<file path="src/sv/lprs_pkg.sv">
// Shared types and constants for the lane point row search unit.
`timescale 1ns / 1ps

package lprs_pkg;

    // Width of lane x positions on the ports
    localparam int X_W = 11;

    // Configuration register indexes
    localparam logic [2:0] REG_ROW_WIDTH   = 3'd0;
    localparam logic [2:0] REG_CONT_WINDOW = 3'd1;
    localparam logic [2:0] REG_TRACK_THR   = 3'd2;
    localparam logic [2:0] REG_CENTER_OFS  = 3'd3;
    localparam logic [2:0] REG_SCAN_INWARD = 3'd4;

    // Request kinds carried on the input tuser
    localparam logic CMD_START = 1'b0;
    localparam logic CMD_PIXEL = 1'b1;

    // Reset values of the configuration registers
    localparam logic [11:0] ROW_WIDTH_RST   = 12'd640;
    localparam logic [5:0]  CONT_WINDOW_RST = 6'd5;
    localparam logic [10:0] TRACK_THR_RST   = 11'd30;

    // Extra columns added to half the window to form the edge margin
    localparam int MARGIN_EXTRA = 2;

    // Outcome of one side at the end of a row
    typedef struct packed {
        logic [X_W-1:0] x;
        logic           found;
        logic           near;
    } side_result_t;

endpackage

</file>
<file path="src/sv/lprs_side.sv">
// Per-side candidate tracker: continuity window, free and gated best white column.
`timescale 1ns / 1ps

module lprs_side #(
    parameter int SW = 14,
    parameter int XB = 11
) (
    input  logic                      clk,
    input  logic                      rst_n,
    input  logic                      start,
    input  logic                      pixel,
    input  logic signed [SW-1:0]      col,
    input  logic signed [SW-1:0]      lo,
    input  logic signed [SW-1:0]      hi,
    input  logic                      take_largest,
    input  logic [5:0]                win,
    input  logic [10:0]               threshold,
    input  logic [lprs_pkg::X_W-1:0]  prev_in,
    input  logic                      initial_in,
    output lprs_pkg::side_result_t    result
);

    logic [lprs_pkg::X_W-1:0] prev_reg, prev_next;
    logic                     init_reg, init_next;
    logic [XB-1:0]            free_x_reg, free_x_next;
    logic                     free_valid_reg, free_valid_next;
    logic [XB-1:0]            gated_x_reg, gated_x_next;
    logic                     gated_valid_reg, gated_valid_next;
    logic                     near_reg, near_next;

    logic signed [SW-1:0] prev_s;
    logic signed [SW-1:0] win_lo;
    logic signed [SW-1:0] win_hi;
    logic signed [SW-1:0] col_delta;
    logic signed [SW-1:0] delta_abs;
    logic                 near_hit;
    logic                 in_range;
    logic                 gate_ok;
    logic                 use_free;

    // Window and distance checks for the current column
    always_comb
    begin
        prev_s    = $signed({{(SW-lprs_pkg::X_W){1'b0}}, prev_reg});
        win_lo    = prev_s - $signed({{(SW-5){1'b0}}, win[5:1]});
        win_hi    = win_lo + $signed({{(SW-6){1'b0}}, win}) - $signed(SW'(1));
        near_hit  = pixel && (col >= win_lo) && (col <= win_hi);
        in_range  = pixel && (col >= lo) && (col <= hi);
        col_delta = col - prev_s;
        delta_abs = (col_delta < 0) ? -col_delta : col_delta;
        gate_ok   = delta_abs <= $signed({{(SW-11){1'b0}}, threshold});
    end

    // Clear on start, otherwise fold in the white column
    always_comb
    begin
        prev_next        = prev_reg;
        init_next        = init_reg;
        free_x_next      = free_x_reg;
        free_valid_next  = free_valid_reg;
        gated_x_next     = gated_x_reg;
        gated_valid_next = gated_valid_reg;
        near_next        = near_reg;
        if (start)
        begin
            prev_next        = prev_in;
            init_next        = initial_in;
            free_x_next      = '0;
            free_valid_next  = 1'b0;
            gated_x_next     = '0;
            gated_valid_next = 1'b0;
            near_next        = 1'b0;
        end
        else
        begin
            if (near_hit)
            begin
                near_next = 1'b1;
            end
            if (in_range && (take_largest || !free_valid_reg))
            begin
                free_x_next     = col[XB-1:0];
                free_valid_next = 1'b1;
            end
            if (in_range && gate_ok && (take_largest || !gated_valid_reg))
            begin
                gated_x_next     = col[XB-1:0];
                gated_valid_next = 1'b1;
            end
        end
    end

    always_ff @(posedge clk or negedge rst_n)
    begin
        if (!rst_n)
        begin
            prev_reg        <= '0;
            init_reg        <= 1'b0;
            free_x_reg      <= '0;
            free_valid_reg  <= 1'b0;
            gated_x_reg     <= '0;
            gated_valid_reg <= 1'b0;
            near_reg        <= 1'b0;
        end
        else
        begin
            prev_reg        <= prev_next;
            init_reg        <= init_next;
            free_x_reg      <= free_x_next;
            free_valid_reg  <= free_valid_next;
            gated_x_reg     <= gated_x_next;
            gated_valid_reg <= gated_valid_next;
            near_reg        <= near_next;
        end
    end

    // Pick the free candidate in initial mode or when the window was empty
    always_comb
    begin
        use_free = init_next || !near_next;
        if (use_free)
        begin
            result.found = free_valid_next;
            result.x     = free_valid_next ? lprs_pkg::X_W'(free_x_next) : prev_next;
        end
        else
        begin
            result.found = gated_valid_next;
            result.x     = gated_valid_next ? lprs_pkg::X_W'(gated_x_next) : prev_next;
        end
        result.near = near_next;
    end

endmodule

</file>
<file path="src/sv/lane_point_row_search_unit.sv">
// Top level of the lane point row search unit: handshake, configuration, column count.
`timescale 1ns / 1ps

// Searches one binary image row for the left and right lane points. A start request
// (tuser low) latches the previous x and the initial-search flag of each side; then one
// pixel request per column follows (tuser high), the row's last one marked by tlast.
// The unit takes one request every clock cycle, except while a finished row waits on a busy
// output; each request is held in the input register while the column logic folds it into
// the side trackers, and the last pixel's result is loaded from there into the output register.
// A last pixel is held in the input register only while an earlier result still waits
// on the output. The rate is set by the per-column compare logic of the two side trackers.
// Configuration is written through cfg_we/cfg_index/cfg_data; the user must do so only
// while the unit is idle, as the unit itself does not enforce it.
module lane_point_row_search_unit #(
    parameter int MAX_WIDTH = 2048
) (
    input  logic        clk,
    input  logic        rst_n,
    // Configuration writes
    input  logic        cfg_we,
    input  logic [2:0]  cfg_index,
    input  logic [11:0] cfg_data,
    // Input requests
    input  logic        s_tvalid,
    output logic        s_tready,
    // pixel_white[0], left_prev_x[11:1], right_prev_x[22:12], left_initial[23],
    // right_initial[24], zero[31:25]
    input  logic [31:0] s_tdata,
    // command[0]
    input  logic        s_tuser,
    // pixel_last
    input  logic        s_tlast,
    // Results
    output logic        m_tvalid,
    input  logic        m_tready,
    // left_x[10:0], right_x[21:11], left_found[22], right_found[23],
    // left_continuous[24], right_continuous[25], zero[31:26]
    output logic [31:0] m_tdata
);

    localparam int CW = $clog2(MAX_WIDTH + 1);
    localparam int XB = $clog2(MAX_WIDTH);
    localparam int SW = ((CW > 12) ? CW : 12) + 2;

    // Configuration registers
    logic [11:0] row_width_reg;
    logic [5:0]  cont_window_reg;
    logic [10:0] track_thr_reg;
    logic [10:0] center_ofs_reg;
    logic        scan_inward_reg;

    always_ff @(posedge clk or negedge rst_n)
    begin
        if (!rst_n)
        begin
            row_width_reg   <= lprs_pkg::ROW_WIDTH_RST;
            cont_window_reg <= lprs_pkg::CONT_WINDOW_RST;
            track_thr_reg   <= lprs_pkg::TRACK_THR_RST;
            center_ofs_reg  <= '0;
            scan_inward_reg <= 1'b0;
        end
        else if (cfg_we)
        begin
            case (cfg_index)
                lprs_pkg::REG_ROW_WIDTH:   row_width_reg   <= cfg_data;
                lprs_pkg::REG_CONT_WINDOW: cont_window_reg <= cfg_data[5:0];
                lprs_pkg::REG_TRACK_THR:   track_thr_reg   <= cfg_data[10:0];
                lprs_pkg::REG_CENTER_OFS:  center_ofs_reg  <= cfg_data[10:0];
                lprs_pkg::REG_SCAN_INWARD: scan_inward_reg <= cfg_data[0];
                default:                   ;
            endcase
        end
    end

    // Input register
    logic        in_valid_reg;
    logic [31:0] in_data_reg;
    logic        in_user_reg;
    logic        in_last_reg;
    logic        out_valid_reg;
    logic [31:0] out_data_reg;
    logic        out_free;
    logic        emits;
    logic        advance;

    assign out_free = !out_valid_reg || m_tready;
    assign emits    = (in_user_reg == lprs_pkg::CMD_PIXEL) && in_last_reg;
    assign advance  = in_valid_reg && (!emits || out_free);
    assign s_tready = !in_valid_reg || advance;

    always_ff @(posedge clk or negedge rst_n)
    begin
        if (!rst_n)
        begin
            in_valid_reg <= 1'b0;
        end
        else if (s_tready)
        begin
            in_valid_reg <= s_tvalid;
        end
    end

    always_ff @(posedge clk)
    begin
        if (s_tready && s_tvalid)
        begin
            in_data_reg <= s_tdata;
            in_user_reg <= s_tuser;
            in_last_reg <= s_tlast;
        end
    end

    // Unpack the held request
    logic                     pixel_white;
    logic [lprs_pkg::X_W-1:0] left_prev_x;
    logic [lprs_pkg::X_W-1:0] right_prev_x;
    logic                     left_initial;
    logic                     right_initial;

    assign pixel_white   = in_data_reg[0];
    assign left_prev_x   = in_data_reg[11:1];
    assign right_prev_x  = in_data_reg[22:12];
    assign left_initial  = in_data_reg[23];
    assign right_initial = in_data_reg[24];

    // Column counter, saturating at the widest row
    logic [CW-1:0] col_count_reg, col_count_next;
    logic          is_start;
    logic          is_pixel;

    assign is_start = advance && (in_user_reg == lprs_pkg::CMD_START);
    assign is_pixel = advance && (in_user_reg == lprs_pkg::CMD_PIXEL);

    always_comb
    begin
        col_count_next = col_count_reg;
        if (is_start)
        begin
            col_count_next = '0;
        end
        else if (is_pixel && (col_count_reg < CW'(MAX_WIDTH)))
        begin
            col_count_next = col_count_reg + CW'(1);
        end
    end

    always_ff @(posedge clk or negedge rst_n)
    begin
        if (!rst_n)
        begin
            col_count_reg <= '0;
        end
        else
        begin
            col_count_reg <= col_count_next;
        end
    end

    // Row geometry and scan ranges
    logic signed [SW-1:0] width_raw;
    logic signed [SW-1:0] width_s;
    logic signed [SW-1:0] half_s;
    logic signed [SW-1:0] margin_s;
    logic signed [SW-1:0] ofs_s;
    logic signed [SW-1:0] col_s;
    logic signed [SW-1:0] left_lo, left_hi, right_lo, right_hi;
    logic                 left_largest, right_largest;
    logic                 white_in_row;

    always_comb
    begin
        width_raw = $signed({{(SW-12){1'b0}}, row_width_reg});
        width_s   = (width_raw > $signed(SW'(MAX_WIDTH))) ? $signed(SW'(MAX_WIDTH)) : width_raw;
        half_s    = width_s >>> 1;
        margin_s  = $signed({{(SW-5){1'b0}}, cont_window_reg[5:1]})
                  + $signed(SW'(lprs_pkg::MARGIN_EXTRA));
        ofs_s     = $signed({{(SW-11){center_ofs_reg[10]}}, center_ofs_reg});
        col_s     = $signed({{(SW-CW){1'b0}}, col_count_reg});
        white_in_row = is_pixel && pixel_white && (col_s < width_s);
        if (!scan_inward_reg)
        begin
            // Edges inward: left takes the first white, right the last
            left_lo       = margin_s;
            left_hi       = width_s - margin_s - $signed(SW'(1));
            left_largest  = 1'b0;
            right_lo      = margin_s + $signed(SW'(1));
            right_hi      = width_s - margin_s;
            right_largest = 1'b1;
        end
        else
        begin
            // Center outward: left takes the last white, right the first
            left_lo       = margin_s + $signed(SW'(1));
            left_hi       = half_s + ofs_s;
            left_largest  = 1'b1;
            right_lo      = half_s - ofs_s;
            right_hi      = width_s - margin_s - $signed(SW'(1));
            right_largest = 1'b0;
        end
    end

    // Side trackers
    lprs_pkg::side_result_t left_res;
    lprs_pkg::side_result_t right_res;

    lprs_side #(
        .SW (SW),
        .XB (XB)
    ) u_left (
        .clk          (clk),
        .rst_n        (rst_n),
        .start        (is_start),
        .pixel        (white_in_row),
        .col          (col_s),
        .lo           (left_lo),
        .hi           (left_hi),
        .take_largest (left_largest),
        .win          (cont_window_reg),
        .threshold    (track_thr_reg),
        .prev_in      (left_prev_x),
        .initial_in   (left_initial),
        .result       (left_res)
    );

    lprs_side #(
        .SW (SW),
        .XB (XB)
    ) u_right (
        .clk          (clk),
        .rst_n        (rst_n),
        .start        (is_start),
        .pixel        (white_in_row),
        .col          (col_s),
        .lo           (right_lo),
        .hi           (right_hi),
        .take_largest (right_largest),
        .win          (cont_window_reg),
        .threshold    (track_thr_reg),
        .prev_in      (right_prev_x),
        .initial_in   (right_initial),
        .result       (right_res)
    );

    // Output register: load on the last pixel, drop when taken
    always_ff @(posedge clk or negedge rst_n)
    begin
        if (!rst_n)
        begin
            out_valid_reg <= 1'b0;
        end
        else if (advance && emits)
        begin
            out_valid_reg <= 1'b1;
        end
        else if (m_tready)
        begin
            out_valid_reg <= 1'b0;
        end
    end

    always_ff @(posedge clk)
    begin
        if (advance && emits)
        begin
            out_data_reg <= {6'b0, right_res.near, left_res.near,
                             right_res.found, left_res.found, right_res.x, left_res.x};
        end
    end

    assign m_tvalid = out_valid_reg;
    assign m_tdata  = out_data_reg;

endmodule

</file>
<file path="config.mk">
export PLATFORM = sky130hd
export DESIGN_NAME = lane_point_row_search_unit
export DESIGN_NICKNAME = d
export VERILOG_FILES = /design/src/sv/lprs_pkg.sv /design/src/sv/lprs_side.sv /design/src/sv/lane_point_row_search_unit.sv
export SDC_FILE = /design/constraint.sdc
export NUM_CORES = 1
export LEC_CHECK = 0
export BUFFER_PORTS_ARGS = -buffer_cell sky130_fd_sc_hd__buf_2
export CELL_PAD_IN_SITES_DETAIL_PLACEMENT = 0
export CELL_PAD_IN_SITES_GLOBAL_PLACEMENT = 1
export CORE_ASPECT_RATIO = 1.5
export CORE_MARGIN = 3
export CORE_UTILIZATION = 50
export CTS_BUF_LIST = sky130_fd_sc_hd__clkbuf_8
export DETAILED_ROUTE_END_ITERATION = 6
export PLACE_DENSITY = 0.95
export SYNTH_ARGS = -nofsm -noshare
export SYNTH_HDL_FRONTEND = slang
export SYNTH_SLANG_ARGS = --single-unit
export TNS_END_PERCENT = 1
</file>
<file path="constraint.sdc">
create_clock -name clk -period 8 [get_ports clk]
set_clock_uncertainty 0.2 [all_clocks]
set_input_delay 0.4 -clock clk [delete_from_list [all_inputs] [get_ports clk]]
set_output_delay 0.4 -clock clk [all_outputs]
set_load 0.05 [all_outputs]
</file>
==> Yosys cells after proc, flatten, opt, wreduce, memory -nomap -nowiden <==
Cells that the tools add are included.
{ "word_totals": {"regBits": 182, "out_inout_bits": 34, "input_bits": 54, "word_cells": 155} }
{ "op_classes": {"n_reduce_logical": 49, "addsub": 17, "n_lt_le_gt_ge": 15, "n_eq_ne": 4, "n_bitwise": 1, "muxes": 43} }
{ "ops": {"columns": ["operator", "n"], "rows": [
  ["$mux W11", 14],
  ["$mux W14", 5],
  ["$mux W12", 5],
  ["$le A13 B14 Y1", 4],
  ["$ge A13 B14 Y1", 3],
  ["$sub A12 B11 Y13", 3],
  ["$add A14 B7 Y14", 2],
  ["$le A14 B12 Y1", 2],
  ["$neg A13 Y14", 2],
  ["$sub A14 B2 Y14 const B", 2],
  ["$lt A13 B1 Y1 const B", 2],
  ["$sub A11 B5 Y12", 2],
  ["$logic_and A1 B1 Y1", 23],
  ["$mux W1", 18],
  ["$sub A13 B2 Y14 const B", 1],
  ["$add A12 B11 Y13", 1],
  ["$sub A12 B6 Y13", 1],
  ["$add A12 B1 Y12 const B", 1],
  ["$ge A12 B7 Y1", 1],
  ["$gt A12 B12 Y1 const B", 1],
  ["$lt A12 B12 Y1", 1],
  ["$lt A12 B12 Y1 const B", 1],
  ["$reduce_and A2 Y1", 5],
  ["$logic_not A1 Y1", 9],
  ["other kinds (10)", 20]
]} }

==> Longest topological paths before layout <==
Gate-level depths: netlist of the first run.
{ "logic_depth": {"ltp_word": 15, "depth_mapped": 30, "ltp_nobuf": 29} }

==> By module <==
A second synthesis of the first run with hierarchy kept.
{ "hier_totals": {"hier_cells": 2071, "area_unflattened_um2": 18237.5} }
{ "modules_own_cells": {"columns": ["mod", "area_each_um2", "seq_area_each_um2", "cells_each", "instances"], "rows": [
  ["lane_point_row_search_unit", 6711.4, 2977.9, 629, 1],
  ["lprs_side (u_left)", 5960.7, 925.9, 764, 1],
  ["lprs_side (u_right)", 5565.3, 925.9, 678, 1]
]} }

==> Worst setup path before layout of the first run <==
OpenSTA, ideal clock, no wires.
{ "synth_timing": {"path_type": "register to register", "start": "reg row_width_reg[11]", "end": "reg out_data_reg[9] (netlist: m_tdata[9]), data pin", "period_less_slack_ps": 6028, "n_path_buf": 3, "required_ps": 7546, "path_slack_ps": 1972, "arrival_ps": 5574, "stages_incl_launch_ff": 26, "setup_ps": 254, "cell_sequence": "dfrtp_1 -> buf_6 -> inv_1 -> clkbuf_1 -> nand2_1 -> fa_1 -> xnor3_1 -> nor2_1 -> o2111ai_1 -> a211oi_2 -> a21boi_4 -> nor2b_1 -> nor2_1 -> nor3b_1 -> a21oi_1 -> ha_1 -> a211oi_1 -> nand2_1 -> o21ai_0 -> nand3_1 -> a211oi_1 -> o21ai_1 -> a211oi_1 -> buf_2 -> a22oi_1 -> o21a_1"} }
{ "synth_rtl": {"columns": ["element", "line_no", "source"], "rows": [
  ["from (decl)", "lane_point_row_search_unit.sv:46", "logic [11:0] row_width_reg;"],
  ["from (signal assigned)", "lane_point_row_search_unit.sv:56", "row_width_reg <= lprs_pkg::ROW_WIDTH_RST;"],
  ["from (signal assigned)", "lane_point_row_search_unit.sv:65", "lprs_pkg::REG_ROW_WIDTH: row_width_reg <= cfg_data;"],
  ["to (signal assigned)", "lane_point_row_search_unit.sv:265", "out_data_reg <= {6'b0, right_res.near, left_res.near,"],
  ["to (decl)", "lane_point_row_search_unit.sv:81", "logic [31:0] out_data_reg;"]
]} }

==> impl_results.md, run 1 <==
* Period utilisation layout at 0.8976
* Core Box Area at 31930 µm²
* Initial antenna violation count at 0
* Top post-synthesis cells by area: dfrtp_1 (19%), ha_1 (17%), edfxtp_1 (9.8%)
* Fin cells at about 2300
* Final setup viols at 0
* Syn Std Cell Area at ~16000 µm²
* Sink Count at roughly 180
* Total track usage at 0.2625
* Crit path max fanout at 11
* CP arrival at between 7 and 8 ns
* Worst-skew pair later-pin latency at approximately 0.52 ns
* Sw Share at 0.4619
* Pint at between 2 and 3 mW
* GRT overflow at 0
* H-tree lvl count at 4
* Post-DRT Antenna Nets at 0
* Power Density at roughly 270 nW/µm²
* Drt initial violations at roughly 900
* Hold path start: m_tready
* DRC Markers at 0
* Worst setup EP type: register
* Final Max Tran Viols at 0
* Io pins at 88
* Crit path kind: reg2reg
* Initial Util at 0.5087
* Routed via count at 13760
* Row cnt at 80
* Max VDD drop at about 200 µV
* Post-CTS Setup Bufs at 0
* Top FF cell, synth: dfrtp_1
* LEAKAGE at 8.646 nW
* CP max stage cell: a211oi_1
* Yosys warning total at 0
* Sequential-to-total area share from yosys stat at 0.2973
* Cell Chain, Critical Path: inv_1 -> nand2_1 -> fa_1 -> nor2b_1 -> o211ai_4 -> o211ai_1 -> a2111o_1 -> a211oi_2 -> a21boi_4 -> nor2b_1 -> nand2_1 -> nor3b_1 -> a21oi_1 -> ha_1 -> a211oi_1 -> nand2_1 -> o21ai_0 -> nand3_1 -> a211oi_1 -> o21ai_1 -> a211oi_1 -> buf_4 -> a21oi_4 -> a221o_1
* Hold WS at 0.03483 ns
* Fmax at about 140 MHz
* Share of layout cells above drive strength 1 at 0.1117
* Ys async rst share at 0.7088
* Number of gates resized after cts at 0
* Max reg flops at 26
* MaxCap Viol Count at 0
* Global-route wire length before repair at 72420 µm
* P_sw at 2.235 mW
* Clock-pin slew on the worst setup and hold paths at 0.12 ns
* Hold Violations, Final at 0
* Worst setup startpoint: row_width_reg[11]
* Worst path top cell family by delay: compound AO/OA/AOI/OAI gates
* Worst slew margin at 0.2612
* Die ar. at roughly 35000 µm²
* Chip Height at 226.7 µm
* Gpl congestion at between 0.9 and 1
* Yosys reg bits at around 180
* Vias in the first global route at roughly 14000
* Drt via density at 5.893
* P&R area growth vs syn at 10.23%
* Longest Clk Path Bufs at 2
* RSZ-0062 raised after global routing: no
* Slew @ Worst Pin at between 1 and 1.5 ns
* Status: completed
* Reg power frac at 0.234
* Syn avg cell area at about 9.0 µm²
* Crit path required time at slightly above 8 ns
* Clock power share at 0.138
* Die width at 153.2 µm
* Post-layout min period at around 7.2 ns
* CTS Root Cell: clkbuf_8
* Placed Cells at approximately 2300
* Largest net degree at the start of global routing at 67
* Hpwl dp at roughly 34000 µm
* CTS tree: yes
* PortBufs at 74
* Most frequent cells in the layout: ha_1 (227), inv_1 (156), nor2_1 (144), nand2_1 (138), dfrtp_1 (120)
* Gate Count Post-Synth at between 1500 and 2000
* CTS Buf Count at 17
* Distinct cells, synth at 95
* Buffers & Inverters on Critical Path at 2
* Max incr delay on CP at approximately 0.54 ns
* Synth top area share at 0.1864
* Final wirelength at roughly 46000 µm
* Commonest non-fill, non-tap cell in the layout: ha_1
* Reg2reg start: row_width_reg[11]
* Crit start category: register
* Combinational share of power at 0.628
* Avg WL per Cell at roughly 20 µm
* Final nets at 2200
* Number of flops mapped to enable cells by yosys at 53
* Hold Path Class: in2reg
* Setup TNS at 0 ns
* Area leader, netlist: dfrtp_1
* Drt first pass iters at 7
[routing by layer]
metal	wire, µm	share of wire	global-route usage	vias up
met2	23590	0.51	0.4852	419
met1	17760	0.39	0.2919	6602
met5	0	0	0	-
li1	-	-	-	6595
met3	1887	0.041	0.03132	144
met4	2667	0.058	0.1447	0
[cell usage after synthesis (9+ instances only)]
library cell	count
mux2_2	32
clkbuf_1	47
edfxtp_1	53
o21ai_0	107
nor2_1	145
o211ai_1	10
or3_1	17
ha_1	227
nor2b_1	39
mux2i_1	64
a22oi_1	9
nand4_1	18
buf_4	9
nand2b_1	36
nand2_1	138
o21a_1	21
nand3_1	35
dfrtp_1	121
nor4_1	13
a21oi_1	109
nor3_1	29
inv_1	156
a211oi_1	17
a31oi_1	14
a21o_1	47
xnor2_1	88
xor2_1	39
[cell type report]
class / count / area (µm²)
fillers: 2869 / 14030
multi-input cells: 1406 / 10530
flip-flops and latches: 182 / 4831
repair buffers: 145 / 1010
inverters: 159 / 601.8
well taps: 410 / 513.0
clock buffers: 17 / 234.0
clock inverters: 15 / 182.7
diodes: 1 / 2.502
[through the flow]
stage,power (mW),util,setup WS [ns],instance area [µm²]
floorplan,3.450,-,1.972,16260
global placement,4.047,0.5351,1.021,17090
detailed placement,4.141,0.5351,1.046,17090
CTS,4.832,0.5607,0.9390,17900
global route,5.265,0.5607,0.4222,17900
finish,4.838,0.5607,0.8189,17900
[logic make-up after synthesis]
logic type	synth area share
buffers and inverters	0.05823
muxes	0.06255
other	0.0004624
AOI/OAI and AO/OA	0.1712
adders and majority gates	0.1847
xor gates and xnor gates	0.06987
and+or+nand+nor	0.1557
DFF	0.2973
[what timing repair did]
| action | CTS | global route |
|---|---|---|
| setup endpoints to repair | 0 | 0 |
| hold endpoints to repair | 111 | 0 |
| hold buffers | 40 | 0 |
[worst min-delay path, stage by stage]
cell and delay, ns:
buf_2 0.07, nand2b_1 0.13, o21ai_0 0.10
[power by group through the flow]
stage                     Combinational, mW  Sequential [mW]  Clock, mW
after floorplan                        2.30             1.15          0
after global placement                 2.90             1.14          0
after detailed placement               2.99             1.15          0
after CTS                              3.03             1.13      0.675
after global routing                   3.41             1.14      0.714
final                                  3.04             1.13      0.669
[worst paths after layout]
kind | cells past startpoint | endpoint | slack, ns
hold reg to reg | 2 | u_left.init_reg | 0.25
setup / recovery | 24 | m_tdata[5] | 0.82
min in group asynchronous | 2 | u_right.near_reg | 0.25
hold / removal | 3 | m_tvalid | 0.03
setup reg to reg | 24 | m_tdata[5] | 0.82
max in group asynchronous | 3 | track_thr_reg[8] | 6.00
Note: power is estimated with default switching activity, not from simulation.
==> run 2, diff against run 1 <==
- BUFFER_PORTS_ARGS: -buffer_cell sky130_fd_sc_hd__buf_2 -> not set
- CORE_UTILIZATION: 50 -> 51
- CTS_BUF_LIST: sky130_fd_sc_hd__clkbuf_8 -> not set
- DONT_BUFFER_PORTS: not set -> 1
- PLACE_DENSITY: 0.95 -> 0.93
==> impl_results.md, run 2 (same netlist as run 1, synthesis figures left out) <==
* Number of gates resized after cts at 0 (unchanged)
* CTS tree: yes
* Hold Violations, Final at 0 (unchanged)
* Tot Pwr at 5.068 mW (+4.8%)
* Worst setup EP type: register
* Fin cells at 2261 (-3.2%)
* Drt initial violations at 807 (-11%)
* Final wirelength at 46510 µm (+1.3%)
* Initial antenna violation count at 1 (+1)
* Longest Clk Path Bufs at 2 (unchanged)
* Post-DRT Antenna Nets at 0 (unchanged)
* Drt via density at 6.013 (+2.0%)
* Worst slew margin at 0.2524 (-0.008875)
* Final Util at 0.5697 (+0.008963)
* Routed via count at 13600 (-1.2%)
* CP arrival at 6.90 ns (-0.34 ns)
* DRC Markers at 0 (unchanged)
* Io pins at 88 (unchanged)
* Worst-skew pair later-pin latency at 0.46 ns (-0.06 ns)
* Largest net degree at the start of global routing at 130 (+94%)
* Clock-pin slew on the worst setup and hold paths at 0.08 ns (-0.04 ns)
* Crit path required time at 8.01 ns (-0.05 ns)
* Crit path max fanout at 10 (-1)
* Final WS setup at 1.108 ns (+0.2895 ns)
* Placed Instance Area at 16690 µm² (-2.3%)
* Most frequent cells in the layout: ha_1 (227), inv_1 (156), nor2_1 (144), nand2_1 (138), dfrtp_1 (120)
* Max VDD drop at 156.5 µV (-20%)
* Crit start category: register
* Avg WL per Cell at 20.57 µm (+4.6%)
* Vias in the first global route at 14020 (+0.63%)
* Setup TNS at 0 ns (unchanged)
* Row cnt at 79 (-1.3%)
* Final nets at 2131 (-3.1%)
* RSZ-0062 raised after global routing: no
* Global-route wire length before repair at 72900 µm (+0.66%)
* R2r worst-path depth at 25 (+4.2%)
* CTS Buf Count at 17 (unchanged)
* Chip Height at 224.6 µm (-0.96%)
* Status: completed
* H-tree lvl count at 4 (unchanged)
* Max reg flops at 26 (unchanged)
* Share of layout cells above drive strength 1 at 0.07493 (-0.03681)
* Total track usage at 0.2774 (+0.01486)
* MaxCap Viol Count at 0 (unchanged)
* P&R area growth vs syn at 9.552%
* Hold WS at 0.02417 ns (-0.01066 ns)
* Final setup viols at 0 (unchanged)
* Drt first pass iters at 5 (-2)
* Die width at 151.7 µm (-0.95%)
* Fmax at 145.1 MHz (+4.2%)
* Placed Cells at 2181 (-3.6%)
* Hpwl dp at 34690 µm (+1.1%)
* PortBufs at 0 (-100%)
* Post-layout min period at 6.892 ns (-0.2895 ns)
* Period utilisation layout at 0.8614 (-0.03619)
* Hold Path Class: in2reg
* Hold Path Depth at 3 (unchanged)
* LEAKAGE at 8.461 nW (-2.1%)
* CTS Root Cell: clkbuf_16
* GRT overflow at 0 (unchanged)
* Final Max Tran Viols at 0 (unchanged)
* Crit path kind: reg2reg
* Slew @ Worst Pin at 1.106 ns (-0.002566 ns)
* Initial Util at 0.5200 (+0.01133)
* Core Box Area at 31240 µm² (-2.2%)
* Commonest non-fill, non-tap cell in the layout: ha_1
* Design area at 17790 µm² (-0.61%)
* Sink Count at 182 (unchanged)
* Gpl congestion at 0.9730 (+0.50%)
* Power Density at 284.8 nW/µm² (+5.4%)
* Die ar. at 34070 µm² (-1.9%)
* Place WS at 1.184 ns (+0.1379 ns)
-- run 2: cell count changes in the layout (fill, tap and decap cells not counted), moves of 2 or more --
cell	change
dlygate4sd3_1	+6
inv_8	-3
inv_6	+4
buf_4	-2
clkbuf_16	+18
clkinv_2	-2
buf_2	-73
clkbuf_8	-16
-- run 2: cell type report --
cell class / count / area (µm²)
Inverter: 159 / 601.8
Fill cell: 2844 / 13440
Timing Repair Buffer: 76 / 705.7
Clock buffer: 20 / 467.9
Multi-Input combinational cell: 1406 / 10530
Sequential cell: 182 / 4831
Antenna cell: 1 / 2.502
Tap cell: 405 / 506.7
Clock inverter: 12 / 148.9
-- run 2: layer usage --
| layer | vias up | GRT usage | routed length (µm) |
|---|---|---|---|
| li1 | 6457 | - | - |
| met2 | 419 | 0.4892 | 23530 |
| met5 | - | 0 | 0 |
| met4 | 0 | 0.1886 | 3550 |
| met1 | 6536 | 0.2973 | 17400 |
| met3 | 183 | 0.04858 | 2024 |
-- run 2: worst paths after layout --
path,start,endpoint,slack [ns]
setup / recovery,cont_window_reg[2],m_tdata[1],1.11
hold / removal,cfg_index[2],track_thr_reg[1],0.02
hold reg to reg,in_data_reg[23],u_left.init_reg,0.26
setup reg to reg,cont_window_reg[2],m_tdata[1],1.11
min in group asynchronous,rst_n,u_right.near_reg,0.36
max in group asynchronous,rst_n,track_thr_reg[5],6.65
-- run 2: repair_timing --
action                    4_1_cts  5_1_grt
buffers inserted                0        0
hold endpoints to repair      199        0
hold buffers                   47        0
-- run 2: critical path, cell delays in order (launching register included) --
cell	delay, ns
dfstp_2	0.61
nand3_1	0.10
xnor2_1	0.49
ha_1	0.38
o21a_1	0.14
and2_1	0.20
a21boi_2	0.39
xnor2_1	0.11
buf_4	0.17
a211oi_2	0.30
a21boi_4	0.33
nor2b_1	0.20
nor2_1	0.06
nor3b_1	0.20
a21oi_1	0.07
ha_1	0.33
a211oi_1	0.21
nand2_1	0.07
o21ai_0	0.29
nand3_1	0.12
a211oi_1	0.42
o21ai_1	0.22
a211oi_1	0.53
buf_4	0.28
a22oi_1	0.12
o21a_1	0.12
-- run 2: power by group --
group	internal (mW)	leakage, nW	switching (mW)	total (mW)
Sequential	1.06	2.17	0.119	1.18
Combinational	1.28	5.99	1.73	3.00
Clock	0.473	0.303	0.416	0.888
Total	2.81	8.46	2.26	5.07
